`config.mk`:
```
export PLATFORM = sky130hd
export DESIGN_NAME = des_key_sched
export DESIGN_NICKNAME = d
export VERILOG_FILES = /design/src/hw/rtl/des_pkg.sv /design/src/hw/rtl/des_key_sched.sv
export SDC_FILE = /design/constraint.sdc
export NUM_CORES = 1
export LEC_CHECK = 0
export ABC_CLOCK_PERIOD_IN_PS = 3630
export BUFFER_PORTS_ARGS = -buffer_cell sky130_fd_sc_hd__buf_2
export CAP_MARGIN = 20
export CORE_AREA = 3 3 324 326
export CTS_CLUSTER_DIAMETER = 200
export CTS_CLUSTER_SIZE = 24
export DETAILED_ROUTE_END_ITERATION = 12
export DIE_AREA = 0 0 327 329
export PLACE_DENSITY = 0.49
export REMOVE_ABC_BUFFERS = 1
export SLEW_MARGIN = 25
export SYNTH_ARGS = -nofsm -noshare
export SYNTH_HDL_FRONTEND = slang
export SYNTH_SLANG_ARGS = --single-unit
```
`constraint.sdc`:
```
create_clock -name i_clk -period 3.63 [get_ports i_clk]
set_clock_uncertainty 0.1 [all_clocks]
set_input_delay 0.363 -clock i_clk [delete_from_list [all_inputs] [get_ports i_clk]]
set_output_delay 0.363 -clock i_clk [all_outputs]
set_load 0.05 [all_outputs]
```
`src/hw/rtl/des_pkg.sv`:
```
// DES package: FIPS 46 permutation tables, S-boxes and helper functions.
// Used by des_key_sched, des_feistel_stage and des_block_cipher.
package des_pkg;

    localparam int unsigned ROUNDS = 16;
    localparam int unsigned BLK_W  = 64;
    localparam int unsigned KEY_W  = 64;
    localparam int unsigned SUB_W  = 48;
    localparam int unsigned CFG_IDX_W = 1;

    localparam logic [CFG_IDX_W-1:0] REG_DES_KEY      = 1'd0;
    localparam logic [CFG_IDX_W-1:0] REG_ENCRYPT_MODE = 1'd1;

    typedef logic [SUB_W-1:0] t_subkey;
    typedef t_subkey t_subkeys [ROUNDS];

    typedef struct packed {
        logic        valid;
        logic        parity_ok;
        logic [31:0] l;
        logic [31:0] r;
    } t_stage;

    typedef byte unsigned t_tab64 [64];
    typedef byte unsigned t_tab56 [56];
    typedef byte unsigned t_tab48 [48];
    typedef byte unsigned t_tab32 [32];

    localparam t_tab64 TAB_IP = '{
        58,50,42,34,26,18,10,2, 60,52,44,36,28,20,12,4,
        62,54,46,38,30,22,14,6, 64,56,48,40,32,24,16,8,
        57,49,41,33,25,17,9,1,  59,51,43,35,27,19,11,3,
        61,53,45,37,29,21,13,5, 63,55,47,39,31,23,15,7 };

    localparam t_tab64 TAB_FP = '{
        40,8,48,16,56,24,64,32, 39,7,47,15,55,23,63,31,
        38,6,46,14,54,22,62,30, 37,5,45,13,53,21,61,29,
        36,4,44,12,52,20,60,28, 35,3,43,11,51,19,59,27,
        34,2,42,10,50,18,58,26, 33,1,41,9,49,17,57,25 };

    localparam t_tab48 TAB_E = '{
        32,1,2,3,4,5, 4,5,6,7,8,9, 8,9,10,11,12,13, 12,13,14,15,16,17,
        16,17,18,19,20,21, 20,21,22,23,24,25, 24,25,26,27,28,29,
        28,29,30,31,32,1 };

    localparam t_tab32 TAB_P = '{
        16,7,20,21, 29,12,28,17, 1,15,23,26, 5,18,31,10,
        2,8,24,14, 32,27,3,9, 19,13,30,6, 22,11,4,25 };

    localparam t_tab56 TAB_PC1 = '{
        57,49,41,33,25,17,9, 1,58,50,42,34,26,18,
        10,2,59,51,43,35,27, 19,11,3,60,52,44,36,
        63,55,47,39,31,23,15, 7,62,54,46,38,30,22,
        14,6,61,53,45,37,29, 21,13,5,28,20,12,4 };

    localparam t_tab48 TAB_PC2 = '{
        14,17,11,24,1,5, 3,28,15,6,21,10, 23,19,12,4,26,8,
        16,7,27,20,13,2, 41,52,31,37,47,55, 30,40,51,45,33,48,
        44,49,39,56,34,53, 46,42,50,36,29,32 };

    localparam logic [ROUNDS-1:0] ROT_TWO = 16'b0111_1110_1111_1100;

    typedef logic [3:0] t_sbox [8][64];
    localparam t_sbox TAB_S = '{
        '{14,4,13,1,2,15,11,8,3,10,6,12,5,9,0,7,
          0,15,7,4,14,2,13,1,10,6,12,11,9,5,3,8,
          4,1,14,8,13,6,2,11,15,12,9,7,3,10,5,0,
          15,12,8,2,4,9,1,7,5,11,3,14,10,0,6,13},
        '{15,1,8,14,6,11,3,4,9,7,2,13,12,0,5,10,
          3,13,4,7,15,2,8,14,12,0,1,10,6,9,11,5,
          0,14,7,11,10,4,13,1,5,8,12,6,9,3,2,15,
          13,8,10,1,3,15,4,2,11,6,7,12,0,5,14,9},
        '{10,0,9,14,6,3,15,5,1,13,12,7,11,4,2,8,
          13,7,0,9,3,4,6,10,2,8,5,14,12,11,15,1,
          13,6,4,9,8,15,3,0,11,1,2,12,5,10,14,7,
          1,10,13,0,6,9,8,7,4,15,14,3,11,5,2,12},
        '{7,13,14,3,0,6,9,10,1,2,8,5,11,12,4,15,
          13,8,11,5,6,15,0,3,4,7,2,12,1,10,14,9,
          10,6,9,0,12,11,7,13,15,1,3,14,5,2,8,4,
          3,15,0,6,10,1,13,8,9,4,5,11,12,7,2,14},
        '{2,12,4,1,7,10,11,6,8,5,3,15,13,0,14,9,
          14,11,2,12,4,7,13,1,5,0,15,10,3,9,8,6,
          4,2,1,11,10,13,7,8,15,9,12,5,6,3,0,14,
          11,8,12,7,1,14,2,13,6,15,0,9,10,4,5,3},
        '{12,1,10,15,9,2,6,8,0,13,3,4,14,7,5,11,
          10,15,4,2,7,12,9,5,6,1,13,14,0,11,3,8,
          9,14,15,5,2,8,12,3,7,0,4,10,1,13,11,6,
          4,3,2,12,9,5,15,10,11,14,1,7,6,0,8,13},
        '{4,11,2,14,15,0,8,13,3,12,9,7,5,10,6,1,
          13,0,11,7,4,9,1,10,14,3,5,12,2,15,8,6,
          1,4,11,13,12,3,7,14,10,15,6,8,0,5,9,2,
          6,11,13,8,1,4,10,7,9,5,0,15,14,2,3,12},
        '{13,2,8,4,6,15,11,1,10,9,3,14,5,0,12,7,
          1,15,13,8,10,3,7,4,12,5,6,11,0,14,9,2,
          7,11,4,1,9,12,14,2,0,6,10,13,15,3,5,8,
          2,1,14,7,4,10,8,13,15,12,9,0,3,5,6,11} };

    function automatic logic [63:0] perm_ip(input logic [63:0] v);
        logic [63:0] r;
        for (int i = 0; i < 64; i++) r[63-i] = v[64-TAB_IP[i]];
        return r;
    endfunction

    function automatic logic [63:0] perm_fp(input logic [63:0] v);
        logic [63:0] r;
        for (int i = 0; i < 64; i++) r[63-i] = v[64-TAB_FP[i]];
        return r;
    endfunction

    function automatic logic [55:0] perm_pc1(input logic [63:0] v);
        logic [55:0] r;
        for (int i = 0; i < 56; i++) r[55-i] = v[64-TAB_PC1[i]];
        return r;
    endfunction

    function automatic logic [47:0] perm_pc2(input logic [55:0] v);
        logic [47:0] r;
        for (int i = 0; i < 48; i++) r[47-i] = v[56-TAB_PC2[i]];
        return r;
    endfunction

    function automatic logic [31:0] feistel(input logic [31:0] r, input t_subkey k);
        logic [47:0] x;
        logic [31:0] o;
        logic [5:0]  g;
        logic [31:0] p;
        for (int i = 0; i < 48; i++) x[47-i] = r[32-TAB_E[i]];
        x = x ^ k;
        for (int i = 0; i < 8; i++) begin
            g = x[47-6*i -: 6];
            o[31-4*i -: 4] = TAB_S[i][{g[5], g[0], g[4:1]}];
        end
        for (int i = 0; i < 32; i++) p[31-i] = o[32-TAB_P[i]];
        return p;
    endfunction

    function automatic logic key_parity(input logic [63:0] k);
        logic ok;
        ok = 1'b1;
        for (int b = 0; b < 8; b++) ok = ok & (^k[8*b +: 8]);
        return ok;
    endfunction

endpackage

```
`src/hw/rtl/des_key_sched.sv`:
```
// DES key schedule: registers the 16 subkeys in round order for the mode.
// Depends on des_pkg.
module des_key_sched import des_pkg::*; (
    input  logic              i_clk,
    input  logic              i_rst_n,
    input  logic              i_wr_en,
    input  logic [CFG_IDX_W-1:0] i_wr_idx,
    input  logic [KEY_W-1:0]  i_wr_data,
    output t_subkeys          o_subkeys,
    output logic              o_parity_ok
);
    logic [KEY_W-1:0] r_key;
    logic             r_enc;
    t_subkeys         r_sub;
    t_subkeys         n_sub;

    always_ff @(posedge i_clk) begin
        if (!i_rst_n) begin
            r_key <= '0;
            r_enc <= 1'b1;
        end else if (i_wr_en) begin
            unique case (i_wr_idx)
                REG_DES_KEY:      r_key <= i_wr_data;
                REG_ENCRYPT_MODE: r_enc <= i_wr_data[0];
                default: ;
            endcase
        end
    end

    always_comb begin
        logic [55:0] cd;
        logic [27:0] c, d;
        t_subkeys    fwd;
        cd = perm_pc1(r_key);
        c  = cd[55:28];
        d  = cd[27:0];
        for (int i = 0; i < ROUNDS; i++) begin
            if (ROT_TWO[i]) begin
                c = {c[25:0], c[27:26]};
                d = {d[25:0], d[27:26]};
            end else begin
                c = {c[26:0], c[27]};
                d = {d[26:0], d[27]};
            end
            fwd[i] = perm_pc2({c, d});
        end
        for (int i = 0; i < ROUNDS; i++)
            n_sub[i] = r_enc ? fwd[i] : fwd[ROUNDS-1-i];
    end

    always_ff @(posedge i_clk) begin
        r_sub <= n_sub;
    end

    assign o_subkeys   = r_sub;
    assign o_parity_ok = key_parity(r_key);
endmodule

```
# After elaboration in Yosys (flattened, before gate mapping)

Cells that the tools add are included.

Bitwise logic cells: 8
Reduce and logical (&&, ||, !) cells: 10
Multiplexer cells: 16

Operator list:

| operator         | number |
|---|---|
| $mux 48          | 16 |
| $reduce_xor 8->1 | 8 |
| $and 1x1->1      | 7 |
| $reduce_and 2->1 | 2 |
| $not 1->1        | 1 |

Register bits after elaboration: 833
Output and inout port bits: 769
Input port bits: 68

# Logic depth before layout (Yosys ltp)

Depth after elaboration: 8
Gate-level depth with buffers: 5
Gate-level depth less buffers: 5

# Worst setup path before layout

OpenSTA, ideal clock, no wires.

Path type: register to output
Start: register r_key[35]
End: output port o_parity_ok
Data required time: 3167 ps
Setup slack: 1595 ps
Data arrival time: 1572 ps
Cell stages (with the launch flop): 6
Cell sequence: dfxtp_1 -> xor2_1 -> xnor2_1 -> xnor2_1 -> nand4_1 -> nor2_1

Word-level cells in the longest chain between the ends: 5

RTL lines:

| what                     | RTL line            | text |
|---|---|---|
| from (decl)              | des_key_sched.sv:12 | `logic [KEY_W-1:0] r_key;` |
| from (signal assigned)   | des_key_sched.sv:23 | `REG_DES_KEY: r_key <= i_wr_data;` |
| $reduce_xor 8->1         | des_pkg.sv:140      | `for (int b = 0; b < 8; b++) ok = ok & (^k[8*b +: 8]);` |
| $and 1x1->1 (4 in a row) | des_pkg.sv:140      |  |
| to (decl)                | des_key_sched.sv:10 | `output logic o_parity_ok` |

No other way between the ends.

# Worst setup path in the final report

Start: register r_key[26]
End: output port o_parity_ok

Word-level cells in the longest chain between the ends: 6

RTL lines:

| what                     | RTL line |
|---|---|
| $reduce_xor 8->1         | des_pkg.sv:140 |
| $and 1x1->1 (5 in a row) | des_pkg.sv:140 |

No other way between the ends.

==> flow_summary.ini <==
[outcome]
run_status = completed

[critical_path]
startpoint_type = register
crit_arrival_ps = 2440
endpoint_kind = output pin
critPathKind = register to output pin
rr_worst_depth = 2
required_ps = 3170
worstPathMaxFanout = 4

[synth]
ys.flop_type = dfxtp_1
synth_area_um2 = 21000
synth_top_area_share_pct = 71.7
synth-edff-count = 0
ys_warn_count = 0
ys_top_cells_by_count = nand2_1 (874), dfxtp_1 (753), buf_2 (125)
synth_cells = 2035
synth_area_leaders = dfxtp_1 (72%), nand2_1 (16%), buf_4 (3.0%), buf_2 (3.0%), a21boi_0 (2.3%)
synth_seq_cells = 753
synth.distinct_cells = 14
synth-async-reset-ratio_pct = 0
yosysSeqAreaShare_pct = 71.7
synth_top_cell_by_area = dfxtp_1
synth.most_common_cell = nand2_1
avgSynthCellArea_um2 = 10.3

[global_routing]
grt_start_max_net_pins = 97
grt_pass1_wl_mm = 119
track_usage_pct = 15.7
overflow = 0
grt_pass1_vias = 14901
antenna_found_initial = 11

[timing]
tightest_slew_ps = 956
final-hold-violation-count = 0
timing.slew.headroom_pct = 36.2
max_freq_mhz = 345
fin_crit_sh_pct = 79.9
slew_violations = 0
grt_setup_unrepaired = no
fin_crit_ps = 2900
setup_tns_ps = 0
hold_ws_ps = 218
setup_viol_count_final = 0

[routing]
drtPass1Iterations = 5
drt_wl_total_mm = 89.2
routedWlPerCell_um = 21.6
route.detailed.drc = 0
postRouteAntennaNets = 0
dr_total_vias = 15529
via_per_inst = 3.76
drtIter0Drc = 886

[final_layout]
fin_util_pct = 26.8
ff_latch_area_um2 = 15100
design_area_um2 = 27300
final.fill_count = 11024
multiInputGateArea_um2 = 4660
num-nets-final = 2822
synthToLayoutAreaGrowth_pct = 29.9
drive_gt1_share_pct = 32.0

[floorplan]
rows = 117
core_area_um2 = 102000
die_area_um2 = 108000
die_h_um = 329
ios = 837
die_w_um = 327
start_util_pct = 20.6

[clocking]
clock_latency_ps = 620
cts_tree = built
clk_path_buf_depth = 3
clkTransAtPathRegs_ps = 120
postCtsSetupBuffers = 0
cts_sinks = 753
numCtsBuffers = 37
h-tree-depth = 2
cts_root_buffer = clkbuf_16

[power_and_ir_drop]
ir_worst_vdd_mv = 0.322
p_per_area_nw_per_um2 = 601
p_leak_nw = 16.8
power_mw = 16.4

[min_path]
min-delay-path-class = primary input to register
hold_depth = 2

[placement]
place_area_um2 = 25700
hpwl_mm = 64.6
io_buffers = 836
place_congestion = 0.767

[run]
drv_cap = 0
## sequential cells by signal, indices dropped and copies added (netlist names)
signal,flops
o_subkeys,688
r_enc,1
r_key,64
## kinds of logic after synthesis
kind of cell	after synthesis	synth area share [%]
buffers and inverters	225	6.26
AO/OA/AOI/OAI	64	2.28
flip-flops	753	71.7
AND/OR/NAND/NOR	937	17.5
XOR/XNOR	56	2.33
## cells in the final DEF, fill, tap and decap left out, types with 8 or more instances in the layout
cell type	count
xor2_1	8
clkbuf_16	37
nand2_1	874
nand2b_1	55
dlygate4sd3_1	67
diode_2	8
a21boi_0	64
buf_2	835
xnor2_1	48
dfxtp_1	752
## what timing repair did
action / CTS / global route
hold endpoints to repair: 65 / 0
hold buffers: 67 / 0
resized for setup: 0 / 0
## per-layer routing
layer	track usage (%)	vias to the layer above	wire (um)
li1	-	7438	-
met1	20.5	7538	39500
met2	26.2	453	43200
met3	3.07	96	4490
met4	4.48	4	2080
met5	0	-	27
## area by class of cell
type | count | share of cell area (%)
tap | 1368 | 6.27
multi-input combinational | 1057 | 17.1
clock buffer | 38 | 3.40
clock inverter | 3 | 0.124
antenna | 8 | 0.0733
timing repair buffer | 905 | 17.9
sequential | 753 | 55.2
## metrics by stage
step | instances | worst slack (ps)
3_5_place_dp | 4016 | 1150
4_1_cts | 4124 | 577
6_report | 4132 | 728
3_3_place_gp | 4016 | 1160
2_1_floorplan | 1810 | 745
5_1_grt | 4126 | 559
## report_power, final
part | internal [mW] | total (mW) | switching, mW
clock | 1.87 | 4.56 | 2.69
sequential | 8.71 | 8.91 | 0.197
combinational | 0.574 | 2.94 | 2.36
total | 11.2 | 16.4 | 5.25
## worst max-delay path: stages, from the launching register on
cell,delay (ps)
dfxtp_1,350
xor2_1,180
xnor2_1,440
xnor2_1,180
nand4_1,130
nor2_1,200
buf_2,350
## path summary, 6_finish.rpt
path / startpoint / end / slack (ps)
setup / recovery: r_key[26] / o_parity_ok / 730
hold / removal: i_rst_n / r_key[22] / 220
hold reg to reg: r_key[48] / r_key[48] / 390
setup reg to reg: r_enc / o_subkeys[575] / 1260
Power figures use the tool's default switching activity.
