$ cat config.mk
export PLATFORM = sky130hd
export DESIGN_NAME = des_feistel_stage
export DESIGN_NICKNAME = d
export VERILOG_FILES = /design/src/hw/rtl/des_pkg.sv /design/src/hw/rtl/des_round.sv
export SDC_FILE = /design/constraint.sdc
export NUM_CORES = 1
export LEC_CHECK = 0
export BUFFER_PORTS_ARGS = -buffer_cell sky130_fd_sc_hd__buf_2
export CAP_MARGIN = 20
export CORE_MARGIN = 1
export CORE_UTILIZATION = 30
export CTS_CLUSTER_SIZE = 28
export DETAILED_ROUTE_END_ITERATION = 8
export PLACE_DENSITY = 0.62
export SYNTH_ARGS = -nofsm -noshare
export SYNTH_HDL_FRONTEND = slang
export SYNTH_SLANG_ARGS = --single-unit
$ cat constraint.sdc
create_clock -name i_clk -period 3.5 [get_ports i_clk]
set_clock_uncertainty 0.2 [all_clocks]
set_input_delay 0.7 -clock i_clk [delete_from_list [all_inputs] [get_ports i_clk]]
set_output_delay 0.7 -clock i_clk [all_outputs]
set_load 0.05 [all_outputs]
$ cat src/hw/rtl/des_pkg.sv
// DES package: FIPS 46 permutation tables, S-boxes and helper functions.
// Used by des_key_sched, des_feistel_stage and des_block_cipher.
package des_pkg;

    localparam int unsigned ROUNDS = 16;
    localparam int unsigned BLK_W  = 64;
    localparam int unsigned KEY_W  = 64;
    localparam int unsigned SUB_W  = 48;
    localparam int unsigned CFG_IDX_W = 1;

    localparam logic [CFG_IDX_W-1:0] REG_DES_KEY      = 1'd0;
    localparam logic [CFG_IDX_W-1:0] REG_ENCRYPT_MODE = 1'd1;

    typedef logic [SUB_W-1:0] t_subkey;
    typedef t_subkey t_subkeys [ROUNDS];

    typedef struct packed {
        logic        valid;
        logic        parity_ok;
        logic [31:0] l;
        logic [31:0] r;
    } t_stage;

    typedef byte unsigned t_tab64 [64];
    typedef byte unsigned t_tab56 [56];
    typedef byte unsigned t_tab48 [48];
    typedef byte unsigned t_tab32 [32];

    localparam t_tab64 TAB_IP = '{
        58,50,42,34,26,18,10,2, 60,52,44,36,28,20,12,4,
        62,54,46,38,30,22,14,6, 64,56,48,40,32,24,16,8,
        57,49,41,33,25,17,9,1,  59,51,43,35,27,19,11,3,
        61,53,45,37,29,21,13,5, 63,55,47,39,31,23,15,7 };

    localparam t_tab64 TAB_FP = '{
        40,8,48,16,56,24,64,32, 39,7,47,15,55,23,63,31,
        38,6,46,14,54,22,62,30, 37,5,45,13,53,21,61,29,
        36,4,44,12,52,20,60,28, 35,3,43,11,51,19,59,27,
        34,2,42,10,50,18,58,26, 33,1,41,9,49,17,57,25 };

    localparam t_tab48 TAB_E = '{
        32,1,2,3,4,5, 4,5,6,7,8,9, 8,9,10,11,12,13, 12,13,14,15,16,17,
        16,17,18,19,20,21, 20,21,22,23,24,25, 24,25,26,27,28,29,
        28,29,30,31,32,1 };

    localparam t_tab32 TAB_P = '{
        16,7,20,21, 29,12,28,17, 1,15,23,26, 5,18,31,10,
        2,8,24,14, 32,27,3,9, 19,13,30,6, 22,11,4,25 };

    localparam t_tab56 TAB_PC1 = '{
        57,49,41,33,25,17,9, 1,58,50,42,34,26,18,
        10,2,59,51,43,35,27, 19,11,3,60,52,44,36,
        63,55,47,39,31,23,15, 7,62,54,46,38,30,22,
        14,6,61,53,45,37,29, 21,13,5,28,20,12,4 };

    localparam t_tab48 TAB_PC2 = '{
        14,17,11,24,1,5, 3,28,15,6,21,10, 23,19,12,4,26,8,
        16,7,27,20,13,2, 41,52,31,37,47,55, 30,40,51,45,33,48,
        44,49,39,56,34,53, 46,42,50,36,29,32 };

    localparam logic [ROUNDS-1:0] ROT_TWO = 16'b0111_1110_1111_1100;

    typedef logic [3:0] t_sbox [8][64];
    localparam t_sbox TAB_S = '{
        '{14,4,13,1,2,15,11,8,3,10,6,12,5,9,0,7,
          0,15,7,4,14,2,13,1,10,6,12,11,9,5,3,8,
          4,1,14,8,13,6,2,11,15,12,9,7,3,10,5,0,
          15,12,8,2,4,9,1,7,5,11,3,14,10,0,6,13},
        '{15,1,8,14,6,11,3,4,9,7,2,13,12,0,5,10,
          3,13,4,7,15,2,8,14,12,0,1,10,6,9,11,5,
          0,14,7,11,10,4,13,1,5,8,12,6,9,3,2,15,
          13,8,10,1,3,15,4,2,11,6,7,12,0,5,14,9},
        '{10,0,9,14,6,3,15,5,1,13,12,7,11,4,2,8,
          13,7,0,9,3,4,6,10,2,8,5,14,12,11,15,1,
          13,6,4,9,8,15,3,0,11,1,2,12,5,10,14,7,
          1,10,13,0,6,9,8,7,4,15,14,3,11,5,2,12},
        '{7,13,14,3,0,6,9,10,1,2,8,5,11,12,4,15,
          13,8,11,5,6,15,0,3,4,7,2,12,1,10,14,9,
          10,6,9,0,12,11,7,13,15,1,3,14,5,2,8,4,
          3,15,0,6,10,1,13,8,9,4,5,11,12,7,2,14},
        '{2,12,4,1,7,10,11,6,8,5,3,15,13,0,14,9,
          14,11,2,12,4,7,13,1,5,0,15,10,3,9,8,6,
          4,2,1,11,10,13,7,8,15,9,12,5,6,3,0,14,
          11,8,12,7,1,14,2,13,6,15,0,9,10,4,5,3},
        '{12,1,10,15,9,2,6,8,0,13,3,4,14,7,5,11,
          10,15,4,2,7,12,9,5,6,1,13,14,0,11,3,8,
          9,14,15,5,2,8,12,3,7,0,4,10,1,13,11,6,
          4,3,2,12,9,5,15,10,11,14,1,7,6,0,8,13},
        '{4,11,2,14,15,0,8,13,3,12,9,7,5,10,6,1,
          13,0,11,7,4,9,1,10,14,3,5,12,2,15,8,6,
          1,4,11,13,12,3,7,14,10,15,6,8,0,5,9,2,
          6,11,13,8,1,4,10,7,9,5,0,15,14,2,3,12},
        '{13,2,8,4,6,15,11,1,10,9,3,14,5,0,12,7,
          1,15,13,8,10,3,7,4,12,5,6,11,0,14,9,2,
          7,11,4,1,9,12,14,2,0,6,10,13,15,3,5,8,
          2,1,14,7,4,10,8,13,15,12,9,0,3,5,6,11} };

    function automatic logic [63:0] perm_ip(input logic [63:0] v);
        logic [63:0] r;
        for (int i = 0; i < 64; i++) r[63-i] = v[64-TAB_IP[i]];
        return r;
    endfunction

    function automatic logic [63:0] perm_fp(input logic [63:0] v);
        logic [63:0] r;
        for (int i = 0; i < 64; i++) r[63-i] = v[64-TAB_FP[i]];
        return r;
    endfunction

    function automatic logic [55:0] perm_pc1(input logic [63:0] v);
        logic [55:0] r;
        for (int i = 0; i < 56; i++) r[55-i] = v[64-TAB_PC1[i]];
        return r;
    endfunction

    function automatic logic [47:0] perm_pc2(input logic [55:0] v);
        logic [47:0] r;
        for (int i = 0; i < 48; i++) r[47-i] = v[56-TAB_PC2[i]];
        return r;
    endfunction

    function automatic logic [31:0] feistel(input logic [31:0] r, input t_subkey k);
        logic [47:0] x;
        logic [31:0] o;
        logic [5:0]  g;
        logic [31:0] p;
        for (int i = 0; i < 48; i++) x[47-i] = r[32-TAB_E[i]];
        x = x ^ k;
        for (int i = 0; i < 8; i++) begin
            g = x[47-6*i -: 6];
            o[31-4*i -: 4] = TAB_S[i][{g[5], g[0], g[4:1]}];
        end
        for (int i = 0; i < 32; i++) p[31-i] = o[32-TAB_P[i]];
        return p;
    endfunction

    function automatic logic key_parity(input logic [63:0] k);
        logic ok;
        ok = 1'b1;
        for (int b = 0; b < 8; b++) ok = ok & (^k[8*b +: 8]);
        return ok;
    endfunction

endpackage

$ cat src/hw/rtl/des_round.sv
// One Feistel round with its pipeline register and stall hold.
// Depends on des_pkg.
module des_feistel_stage import des_pkg::*; (
    input  logic    i_clk,
    input  logic    i_rst_n,
    input  logic    i_adv,
    input  t_stage  i_stage,
    input  t_subkey i_subkey,
    output t_stage  o_stage
);
    t_stage r_stage;
    t_stage n_stage;

    always_comb begin
        n_stage.valid     = i_stage.valid;
        n_stage.parity_ok = i_stage.parity_ok;
        n_stage.l         = i_stage.r;
        n_stage.r         = i_stage.l ^ feistel(i_stage.r, i_subkey);
    end

    always_ff @(posedge i_clk) begin
        if (!i_rst_n) begin
            r_stage.valid <= 1'b0;
        end else if (i_adv) begin
            r_stage.valid <= n_stage.valid;
        end
        if (i_adv) begin
            r_stage.parity_ok <= n_stage.parity_ok;
            r_stage.l         <= n_stage.l;
            r_stage.r         <= n_stage.r;
        end
    end

    assign o_stage = r_stage;
endmodule

# Word level (Yosys, flattened, before mapping)
# Memories as Yosys holds them, arrays and structs flattened.
# Index checks and enable logic that the tools add are counted.
# word_totals
memories	8
ff_bits	66
romBits	2048
elab_cells	46
input_bits	117
# memory_table
name	depth	width	read_ports	rd_clocked_by_memory_dff	write_ports	line_no	text
(no name shown)	64	4	1	0	0	des_pkg.sv:131	o[31-4*i -: 4] = TAB_S[i][{g[5], g[0], g[4:1]}];
(no name shown)	64	4	1	0	0	des_pkg.sv:131	
(no name shown)	64	4	1	0	0	des_pkg.sv:131	
(no name shown)	64	4	1	0	0	des_pkg.sv:131	
(no name shown)	64	4	1	0	0	des_pkg.sv:131	
(no name shown)	64	4	1	0	0	des_pkg.sv:131	
2 more memories	--	--	--	--	--	--	
# op_classes
n_lt_le_gt_ge	8
bitwise_logic	10
n_mux	16
# ops
op	n
two-way mux 4 bit	16
>= comparator 7 bit, second input constant	8
NOT 6 -> 7 bit	8
bitwise XOR 48 bit	1
bitwise XOR 32 bit	1

# Depth between registers and ports, before layout
# Gate-level depths: netlist of run 1.
# logic_depth
ltp_word	6
depth_mapped	10

# Worst setup path before layout of run 1
# OpenSTA, ideal clock, no wires.
# synth_timing
path_kind	input -> register
start	input i_subkey[14]
end	register r_stage (netlist bit o_stage[3]) (data pin)
t_required_ns	3.042
arrival_time_ns	2.852
setup_slack_ns	0.190
cell_stages	6
path_cell_list	xor2_1 > ha_1 > clkdlybuf4s25_2 > mux4_2 > mux4_2 > xnor2_1
# synth_rtl
element	line_no	text
from (decl)	des_round.sv:8	input t_subkey i_subkey,
to (decl)	des_round.sv:11	t_stage r_stage;

==> results of run 1 <==
[per-stage QoR]
stage | hold WS [ns] | cells
after floorplan | 0.543 | 778
after global placement | 0.294 | 1309
after detailed placement | 0.319 | 1310
after CTS | 0.322 | 1326
after global routing | 0.321 | 1327
final | 0.326 | 1329
[cell families (layout without fill, tap and decap cells)]
logic type	count (synthesis)	after routing	synth area share, %
compound gates	205	205	19.1
xor+xnor	124	124	16.1
fa+ha+maj	62	62	10.4
buf+inv	74	298	4.05
flops	66	66	26.5
mux	60	60	12.9
other cells	0	3	0
simple gates	187	187	10.9
[routing by layer]
layer	share of wire (%)	global-route usage, %	vias up
met2	47	25.2	242
li1	-	-	3386
met4	1.3	4.72	2
met1	45	20.2	3195
met5	0.056	0	-
met3	6.9	3.20	21
[final cells by class]
type | instances | area [um^2]
Multi-Input combinational cell | 638 | 5170
Clock inverter | 4 | 42.5
Inverter | 38 | 145
Antenna cell | 3 | 7.51
Clock buffer | 12 | 236
Sequential cell | 66 | 1970
Timing Repair Buffer | 244 | 1380
Tap cell | 324 | 405
Fill cell | 2459 | 15000
[critical path: stages]
cell and delay, ns:
buf_2 0.10, xor2_1 0.46, ha_1 0.38, mux4_2 0.47, mux4_2 0.50, xnor2_1 0.13
[cells in the mapped netlist (all sizes together), types with 2 or more instances]
library cell	instances
xnor2	66
edfxtp	65
ha	62
nor2	58
xor2	58
nand2	55
inv	36
a21oi	35
o21ai	34
o211ai	31
mux2i	30
nand3	30
mux4	28
nor3	28
clkbuf	26
a211oi	17
a31oi	12
o2111ai	10
buf	9
o311ai	8
a221oi	7
a311oi	7
o22ai	7
o31ai	7
o221ai	5
a2111oi	4
a211o	4
and2	4
nor4	4
a21o	3
or3	3
a32oi	2
and3	2
clkinv	2
mux2	2
[where the power goes]
group / total (W) / leakage (nW) / internal [W] / switching, W
Sequential: 0.00105 / 0.644 / 0.00103 / 0.0000266
Clock: 0.000895 / 0.136 / 0.000547 / 0.000348
Combinational: 0.00212 / 3.07 / 0.000799 / 0.00132
Total: 0.00406 / 3.85 / 0.00237 / 0.00169
[path summary, 6_finish.rpt]
check        slack (ns)     endpoint  cells past startpoint         start
max                0.63   o_stage[3]                      6  i_subkey[14]
min                0.33  o_stage[65]                      2   o_stage[65]
max reg2reg        2.71  o_stage[65]                      2   o_stage[65]
min reg2reg        0.33  o_stage[65]                      2   o_stage[65]
==> metrics, run 1 <==
outcome=finished clean; hold-fix buffers at CTS=0; required time of the critical path=3.39 ns; register bit count reported by yosys=between 60 and 70; All-Layer GR Usage=between 10% and 20%; HPWL after DPL=between 10000 and 15000 um; CP Launch Type=input pin; row count=between 50 and 60; initial drt markers=slightly above 300; Max Freq=around 350 MHz; Post-synth EDFFs=between 60 and 70; final critical path time including I/O delays and setup=between 2 and 3 ns; global route overflow=0; number of routed nets with antenna violations=0; cells taking the most area after synthesis=edfxtp_1 (26%), ha_1 (10%), mux4_2 (8.2%), xnor2_1 (7.2%), xor2_1 (6.2%); clock-pin slew of the registers on the worst-case setup and hold paths=roughly 0.050 ns; netlist area before placement=between 7000 and 8000 um^2; maximum number of pins on one net before global-route repair=67; crit end category=flop; commonest non-fill, non-tap cell in the layout=buf_2; slew of the pin with the lowest slew margin=0.945 ns; via count of the first global-routing pass=~6400; final weighted congestion in routability-driven placement=just under 0.9; areal power density over the cells=~430 nW/um^2; fraction of the core area covered by cells at the end of the flow=between 30 and 40%; setup repair after global routing missed its margin=false; count of endpoints failing setup in the final report=0; number of clock sinks=between 60 and 70; normalized max-slew margin=a little under two fifths; number of hold-slack violations in the final timing report=0; clock tree from TritonCTS=done; number of antenna violations at the first check in global routing=4; proportion of netlist area held by the largest area contributor=between 20% and 30%; worst vdd rail ir drop=around 0.00022 V; sequential fraction of the synthesis area=26.5%; standard cell area after detailed placement=between 9000 and 10000 um^2; final setup TNS=0 ns; 1st-pass router iterations=5; DR vias/cell=5.15; per-cell routed wire length=between 10 and 15 um; global-route wire length before repair=around 32000 um; finished layout cell area=roughly 9400 um^2; Syn Area/Cell=roughly 9.6 um^2; Clock Latency Late Sink=0.33 ns; H-Tree Level Count=3; number of top-level pins=around 180; number of flip-flops in the largest register=66; DIE AREA=between 20000 and 30000 um^2; most common flop cell mapped by yosys=edfxtp_1; Post-CTS Repair Setup Buffers=0; root cell of the clock tree=clkbuf_16; relative area change from synthesis to final layout=25.7%; Bufs on Longest Clock Path=2; crit path setup slack, layout=0.628 ns; top library cells by usage in the layout, fill and taps aside=buf_2 (181), edfxtp_1 (65), buf_4 (63); fraction of final layout cells sized beyond drive strength 1=29.8%; final-report max-slew violation count=0; core area=about 24000 um^2; final cycle utilization of the critical path=between 80% and 90%; worst setup path category=input pin to flop; vias post-DR=about 6800; post-cts gate resize count=0; Die Height=159 um; MaxCap Viol Count=0; min-delay worst type=flop to flop; number of warnings printed during yosys synthesis=0; number of CTS-inserted buffers=9; DIE WIDTH=~160 um; # port buffers=roughly 180; post-synth cell types=about 60; maximum fanout along the worst path=7; Critical Path AT=2.76 ns; Syn Nets=approximately 960; post-layout total power=slightly above 0.004 W; cell taking the most area after synthesis=edfxtp_1; leakage power=~3.9 nW; Post-Synthesis Cells=a little under 800; pre-CTS setup slack=0.267 ns; routed wire length=19700 um; ys async rst share=0%; initial core utilization=between 30% and 40%; post-layout net count=approximately 1200; # DRC=0
(Power assumes the default switching activity.)
==> run 2: changes to the inputs <==
Settings changed: ABC_AREA set to 1, PLACE_DENSITY 0.62 to 0.6.
Clock period 3.5 ns to 2.7 ns, I/O delays scaled along.
==> run 2 against run 1 <==
Effect of this change:
- via count is 29% higher
- hold slack worse by 0.15 ns
- synthesized cell count up 67%
- sequential power is 25% higher
- core utilization fell by 1.4 points
- largest cell class unchanged
- routed wire length increased by 15%
- register-to-register slack worse by 0.83 ns
- critical path type unchanged
- clock-buffer cell count shrank 2
- clock power rose by 23%
- sequential cell count stayed put
- power increased by 14%
==> metrics, run 2 <==
outcome=finished clean; fraction of the core area covered by cells at the end of the flow=37.1% (-1.4 points); global-route wire length before repair=37000 um (+15%); Crit-path slowest cell=ha_1; # DRC=0 (unchanged); netlist area before placement=7890 um^2 (+6.1%); clock tree from TritonCTS=done; number of flip-flops in the largest register=66 (unchanged); root cell of the clock tree=clkbuf_16; min-delay worst type=input pin to flop; final cycle utilization of the critical path=between 80% and 90%; number of warnings printed during yosys synthesis=0 (unchanged); Critical Path AT=2.13 ns (-0.63 ns); number of hold-slack violations in the final timing report=0 (unchanged); top library cells by usage in the layout, fill and taps aside=nand2_1 (631), nand3_1 (280), buf_2 (181); H-Tree Level Count=3 (unchanged); Reg-to-Reg Start=o_stage[65]; reg2reg end=o_stage[65]; global route overflow=0 (unchanged); Post-CTS Repair Setup Buffers=0 (unchanged); most numerous cell in the Yosys netlist=nand2_1; slew of the pin with the lowest slew margin=0.727 ns (-0.218 ns); initial core utilization=30.5% (-0.13 points); Post-Synthesis Cells=1296 (+67%); Clock Latency Late Sink=0.34 ns (about the same); hold-fix buffers at CTS=0 (unchanged); crit path setup slack, layout=0.467 ns (-0.161 ns); ys async rst share=0% (unchanged); final critical path time including I/O delays and setup=2.23 ns; via count of the first global-routing pass=7747 (+21%); area of combinational cells with multiple inputs=5250 um^2 (+1.7%); DR vias/cell=4.80 (-6.9%); sequential fraction of the synthesis area=25.0% (-1.5 points); most common flop cell mapped by yosys=edfxtp_1; routed wire length=22700 um (+15%); clock-pin slew of the registers on the worst-case setup and hold paths=0.06 ns (about the same); R2R Setup Slk=1.88 ns (-0.83 ns); Syn Nets=1475 (+54%); final setup TNS=0 ns (unchanged); All-Layer GR Usage=17.0% (+1.6 points); core area=25900 um^2 (+6.5%); final weighted congestion in routability-driven placement=0.928 (+6.7%); R2R depth=2 (unchanged); vias post-DR=8804 (+29%); Max Freq=448 MHz; maximum number of pins on one net before global-route repair=38 (-43%); worst hold start=i_stage[64]; number of top-level pins=183 (unchanged); proportion of netlist area held by the largest area contributor=30.0% (+3.8 points); category of cells accounting for the largest share of critical-path delay=simple AND/OR/NAND/NOR gates; leakage power=5.37 nW (+39%); cell taking the most area after synthesis=nand2_1; cells taking the most area after synthesis=nand2_1 (30%), edfxtp_1 (25%), nand3_1 (18%), ha_1 (9.8%), inv_1 (6.0%); number of routed nets with antenna violations=0 (unchanged); number of antenna violations at the first check in global routing=3 (-1); number of fillers in the final layout=2801 (+14%); number of clock sinks=66 (unchanged); critical path buffer and inverter count=3 (+2); required time of the critical path=2.60 ns (-0.79 ns); post-cts gate resize count=0 (unchanged); post-synth cell types=22 (-64%); number of CTS-inserted buffers=9 (unchanged); Slowest Stage Delay on Critical Path=0.40 ns (-0.10 ns); initial drt markers=666 (+120%); Die Height=164 um (+3.0%); count of endpoints failing setup in the final report=0 (unchanged); DIE WIDTH=164 um (+3.0%); worst hold path stage count=1 (-1); relative area change from synthesis to final layout=21.7%; post-layout total power=0.00465 W (+14%); pre-CTS setup slack=0.126 ns (-0.141 ns); DIE AREA=27000 um^2 (+6.0%); Post-synth EDFFs=65 (unchanged); HPWL after DPL=17700 um (+20%); cell types with the highest counts after synthesis=nand2_1 (631), nand3_1 (280), inv_1 (126), edfxtp_1 (65), ha_1 (62); fraction of final layout cells sized beyond drive strength 1=16.8% (-13 points); post-layout net count=1673 (+42%); MaxCap Viol Count=0 (unchanged); most common cell type on the critical path=nand2_1; crit end category=flop; cells along the critical path=buf_2, inv_1, nand2_1, nand2_1, ha_1, inv_1, nand2_1, nand3_1, nand3_1, nand3_1, nand2_1, nand2_1, nand2_1; cell count along the critical path=13 (+7); worst setup path category=input pin to flop; CP Launch Type=input pin; worst vdd rail ir drop=0.000198 V (-9.9%); row count=59 (+3.5%); setup repair after global routing missed its margin=false; register bit count reported by yosys=66 (unchanged); maximum fanout along the worst path=6 (-1); per-cell routed wire length=12.4 um (-17%); Bufs on Longest Clock Path=2 (unchanged); areal power density over the cells=484 nW/um^2 (+11%); # port buffers=182 (unchanged); commonest non-fill, non-tap cell in the layout=nand2_1; normalized max-slew margin=51.2% (+14 points); sequential cell area=1970 um^2 (unchanged); Syn Area/Cell=6.09 um^2 (-36%); final-report max-slew violation count=0 (unchanged); 1st-pass router iterations=5 (unchanged); Worst Hold End=o_stage[64]
## run 2: cells by family (layout without fill, tap and decap cells)
| logic type | count (synthesis) | count (layout) | synth area share [%] |
|---|---|---|---|
| flops | 66 | 66 | 25.0 |
| fa+ha+maj | 62 | 62 | 9.83 |
| compound gates | 25 | 25 | 1.68 |
| simple gates | 946 | 946 | 50.5 |
| xor+xnor | 31 | 31 | 4.58 |
| other cells | 0 | 3 | 0 |
| buf+inv | 166 | 368 | 8.46 |
## run 2: power by group
group | internal (W) | switching (W) | leakage (nW) | total (W)
clock | 0.000607 | 0.000493 | 0.127 | 0.00110
combinational | 0.000695 | 0.00155 | 4.60 | 0.00224
sequential | 0.00128 | 0.0000296 | 0.643 | 0.00131
## run 2: worst max path at each step
stage | from | endpoint | slack [ns]
3_5_place_dp | i_stage[4] | o_stage[20] | 0.13
6_report | i_stage[4] | o_stage[10] | 0.47
2_1_floorplan | i_stage[9] | o_stage[21] | 0.38
4_1_cts | i_stage[4] | o_stage[10] | 0.49
5_1_grt | i_stage[4] | o_stage[10] | 0.20
3_3_place_gp | i_stage[4] | o_stage[10] | 0.16
## run 2: area by class of cell
class                   instances  area share [%]
multi-input cells            1064            54.7
flip-flops and latches         66            20.5
repair buffers                217            12.4
inverters                     136            5.32
well taps                     335            4.36
clock buffers                  10            2.38
clock inverters                 5           0.235
diodes                          3          0.0782
## run 2: routing by layer
layer | up-vias | part of all wire [%] | global-route usage, %
met1 | 3927 | 47 | 23.3
met4 | 2 | 1.7 | 5.60
li1 | 4559 | - | -
met5 | - | 0.057 | 0
met2 | 292 | 45 | 26.7
met3 | 24 | 6.4 | 2.80
## run 2: worst reg2reg max path: cells and delay by family, from the launching register on
kind / cells / cell delay [ns]
AO/OA/AOI/OAI: 2 / 0.20
flip-flops: 1 / 0.31
## run 2: metrics by stage
stage	cell area [um^2]	hold WS (ns)	std cells
floorplan	7890	0.433	1296
global placement	9340	0.314	1818
detailed placement	9340	0.333	1818
CTS	9600	0.159	1833
global route	9600	0.164	1835
finish	9600	0.177	1836
==> run 3: changes to the inputs <==
Settings changed: PLACE_DENSITY 0.6 to 0.61.
Clock period 2.7 ns to 1.9 ns, I/O delays scaled along.
==> run 3 against run 2 <==
Effect of this change:
- the run now ends with DRC left
- routed wire length increased by 3.5%
- clock-buffer cell count increased by 4
- sequential power increased by 42%
- via count increased by 2.7%
- critical path depth decreased by 1
- critical path type unchanged
- largest power group unchanged
==> metrics, run 3 (synthesis gave the netlist of run 2 again) <==
outcome=finished with violations; failing checks=DRC; 1st-pass router iterations=7 (+2); number of routed nets with antenna violations=0 (unchanged); Final Hold Slack=0.0392 ns (-0.138 ns); min-delay worst type=input pin to flop; fraction of the core area covered by cells at the end of the flow=41.2% (+4.1 points); worst vdd rail ir drop=0.000352 V (+78%); final-report max-slew violation count=0 (unchanged); R2R Setup Slk=1.06 ns (-0.82 ns); core area=25900 um^2 (unchanged); Bufs on Longest Clock Path=2 (unchanged); # port buffers=182 (unchanged); H-Tree Level Count=3 (unchanged); row count=59 (unchanged); cell count along the critical path=12 (-1); number of fillers in the final layout=2740 (-2.2%); post-layout total power=0.00710 W (+53%); most common cell type on the critical path=nand2_1; required time of the critical path=1.80 ns (-0.80 ns); via count of the first global-routing pass=8330 (+7.5%); commonest non-fill, non-tap cell in the layout=nand2_1; top library cells by usage in the layout, fill and taps aside=nand2_1 (612), nand3_1 (276), buf_2 (181); Critical Path AT=1.69 ns (-0.44 ns); crit path setup slack, layout=0.110 ns (-0.357 ns); crit end category=flop; post-layout net count=1766 (+5.6%); maximum fanout along the worst path=4 (-2); final weighted congestion in routability-driven placement=0.936 (+0.85%); slew of the pin with the lowest slew margin=0.420 ns (-0.308 ns); fraction of final layout cells sized beyond drive strength 1=24.6% (+7.7 points); Clock Latency Late Sink=0.34 ns (about the same); pre-CTS setup slack=-0.260 ns (-0.386 ns); normalized max-slew margin=72.0% (+21 points); routed wire length=23500 um (+3.5%); number of antenna violations at the first check in global routing=1 (-2); HPWL after DPL=18600 um (+4.9%); worst hold path stage count=1 (unchanged); Die Height=164 um (unchanged); number of flip-flops in the largest register=66 (unchanged); initial core utilization=30.5% (unchanged); final critical path time including I/O delays and setup=between 1.5 and 2 ns; worst setup path category=input pin to flop; CP Launch Type=input pin; DIE WIDTH=164 um (unchanged); global route overflow=0 (unchanged); count of endpoints failing setup in the final report=0 (unchanged); clock-pin slew of the registers on the worst-case setup and hold paths=0.07 ns (about the same); DR vias/cell=4.69 (-2.2%); global-route wire length before repair=38300 um (+3.3%); number of clock sinks=66 (unchanged); final cycle utilization of the critical path=94.2%; clock tree from TritonCTS=done; worst hold start=i_stage[9]; reg2reg end=o_stage[65]; Reg-to-Reg Start=o_stage[65]; maximum number of pins on one net before global-route repair=68 (+79%); MaxCap Viol Count=0 (unchanged); All-Layer GR Usage=17.5% (+0.50 points); number of top-level pins=183 (unchanged); R2R depth=2 (unchanged); category of cells accounting for the largest share of critical-path delay=simple AND/OR/NAND/NOR gates; critical path buffer and inverter count=2 (-1); Slowest Stage Delay on Critical Path=0.30 ns (-0.10 ns); vias post-DR=9046 (+2.7%); Worst Hold End=o_stage[41]; leakage power=5.91 nW (+9.9%); number of CTS-inserted buffers=9 (unchanged); DIE AREA=27000 um^2 (unchanged); areal power density over the cells=665 nW/um^2 (+37%); per-cell routed wire length=12.2 um (-1.4%); # DRC=1 (+1); number of hold-slack violations in the final timing report=0 (unchanged); initial drt markers=481 (-28%); Crit-path slowest cell=ha_4; cells along the critical path=buf_2, xor2_4, ha_4, inv_1, nand2_1, nand3_1, nand2_1, nand2_1, nand3_1, nand2_1, nand2_1, nand2_1; Max Freq=around 560 MHz; relative area change from synthesis to final layout=35.2%; root cell of the clock tree=clkbuf_16
==> run 3: changes by cell type in the layout (fill, tap and decap cells not counted), sizes merged <==
cell,change
buf,+92
clkbuf,+4
clkinv,-4
clkinvlp,+1
diode,-2
dlygate4sd3,+1
==> run 3: area by class of cell <==
type | count | area (um^2) | share of cell area, %
Antenna cell | 1 | 2.50 | 0.0234
Clock buffer | 14 | 274 | 2.57
Clock inverter | 2 | 12.5 | 0.117
Inverter | 136 | 513 | 4.81
Multi-Input combinational cell | 1064 | 5500 | 51.5
Sequential cell | 66 | 1970 | 18.5
Tap cell | 335 | 419 | 3.93
Timing Repair Buffer | 310 | 1980 | 18.6
==> run 3: per-stage QoR <==
| stage | std cells | area [um^2] | setup TNS (ns) |
|---|---|---|---|
| finish | 1928 | 10700 | 0 |
| global route | 1928 | 10700 | -0.0422 |
| CTS | 1926 | 10600 | 0 |
| detailed placement | 1909 | 10300 | -6.49 |
| global placement | 1909 | 10300 | -5.88 |
| floorplan | 1296 | 8080 | 0 |
==> run 3: what timing repair did <==
action	4_1_cts	5_1_grt
endpoints found under the setup margin	0	13
hold endpoints to repair	1	0
hold buffers	1	0
buffers inserted	0	1
resized for setup	0	17
==> run 3: how the worst max path moves through the flow <==
stage,startpoint,to
2_1_floorplan,i_stage[9],o_stage[21]
3_3_place_gp,i_stage[1],o_stage[27]
3_5_place_dp,i_stage[16],o_stage[22]
4_1_cts,i_stage[16],o_stage[22]
5_1_grt,i_stage[1],o_stage[5]
6_report,i_subkey[38],o_stage[19]
==> run 3: power breakdown <==
part	leakage (nW)	internal [W]	total, W	switching [W]
Clock	0.139	0.000992	0.00168	0.000685
Combinational	5.12	0.00126	0.00356	0.00230
Sequential	0.643	0.00182	0.00186	0.0000444
==> run 3: metal layers <==
| layer | up-vias | wire length, um | GRT usage, % | share of wire, % |
|---|---|---|---|---|
| met5 | - | 0 | 0 | 0 |
| met4 | 0 | 417 | 5.68 | 1.8 |
| met3 | 25 | 1160 | 2.75 | 5.0 |
| met2 | 248 | 10800 | 29.2 | 46 |
| met1 | 4028 | 11100 | 22.7 | 47 |
| li1 | 4745 | - | - | - |
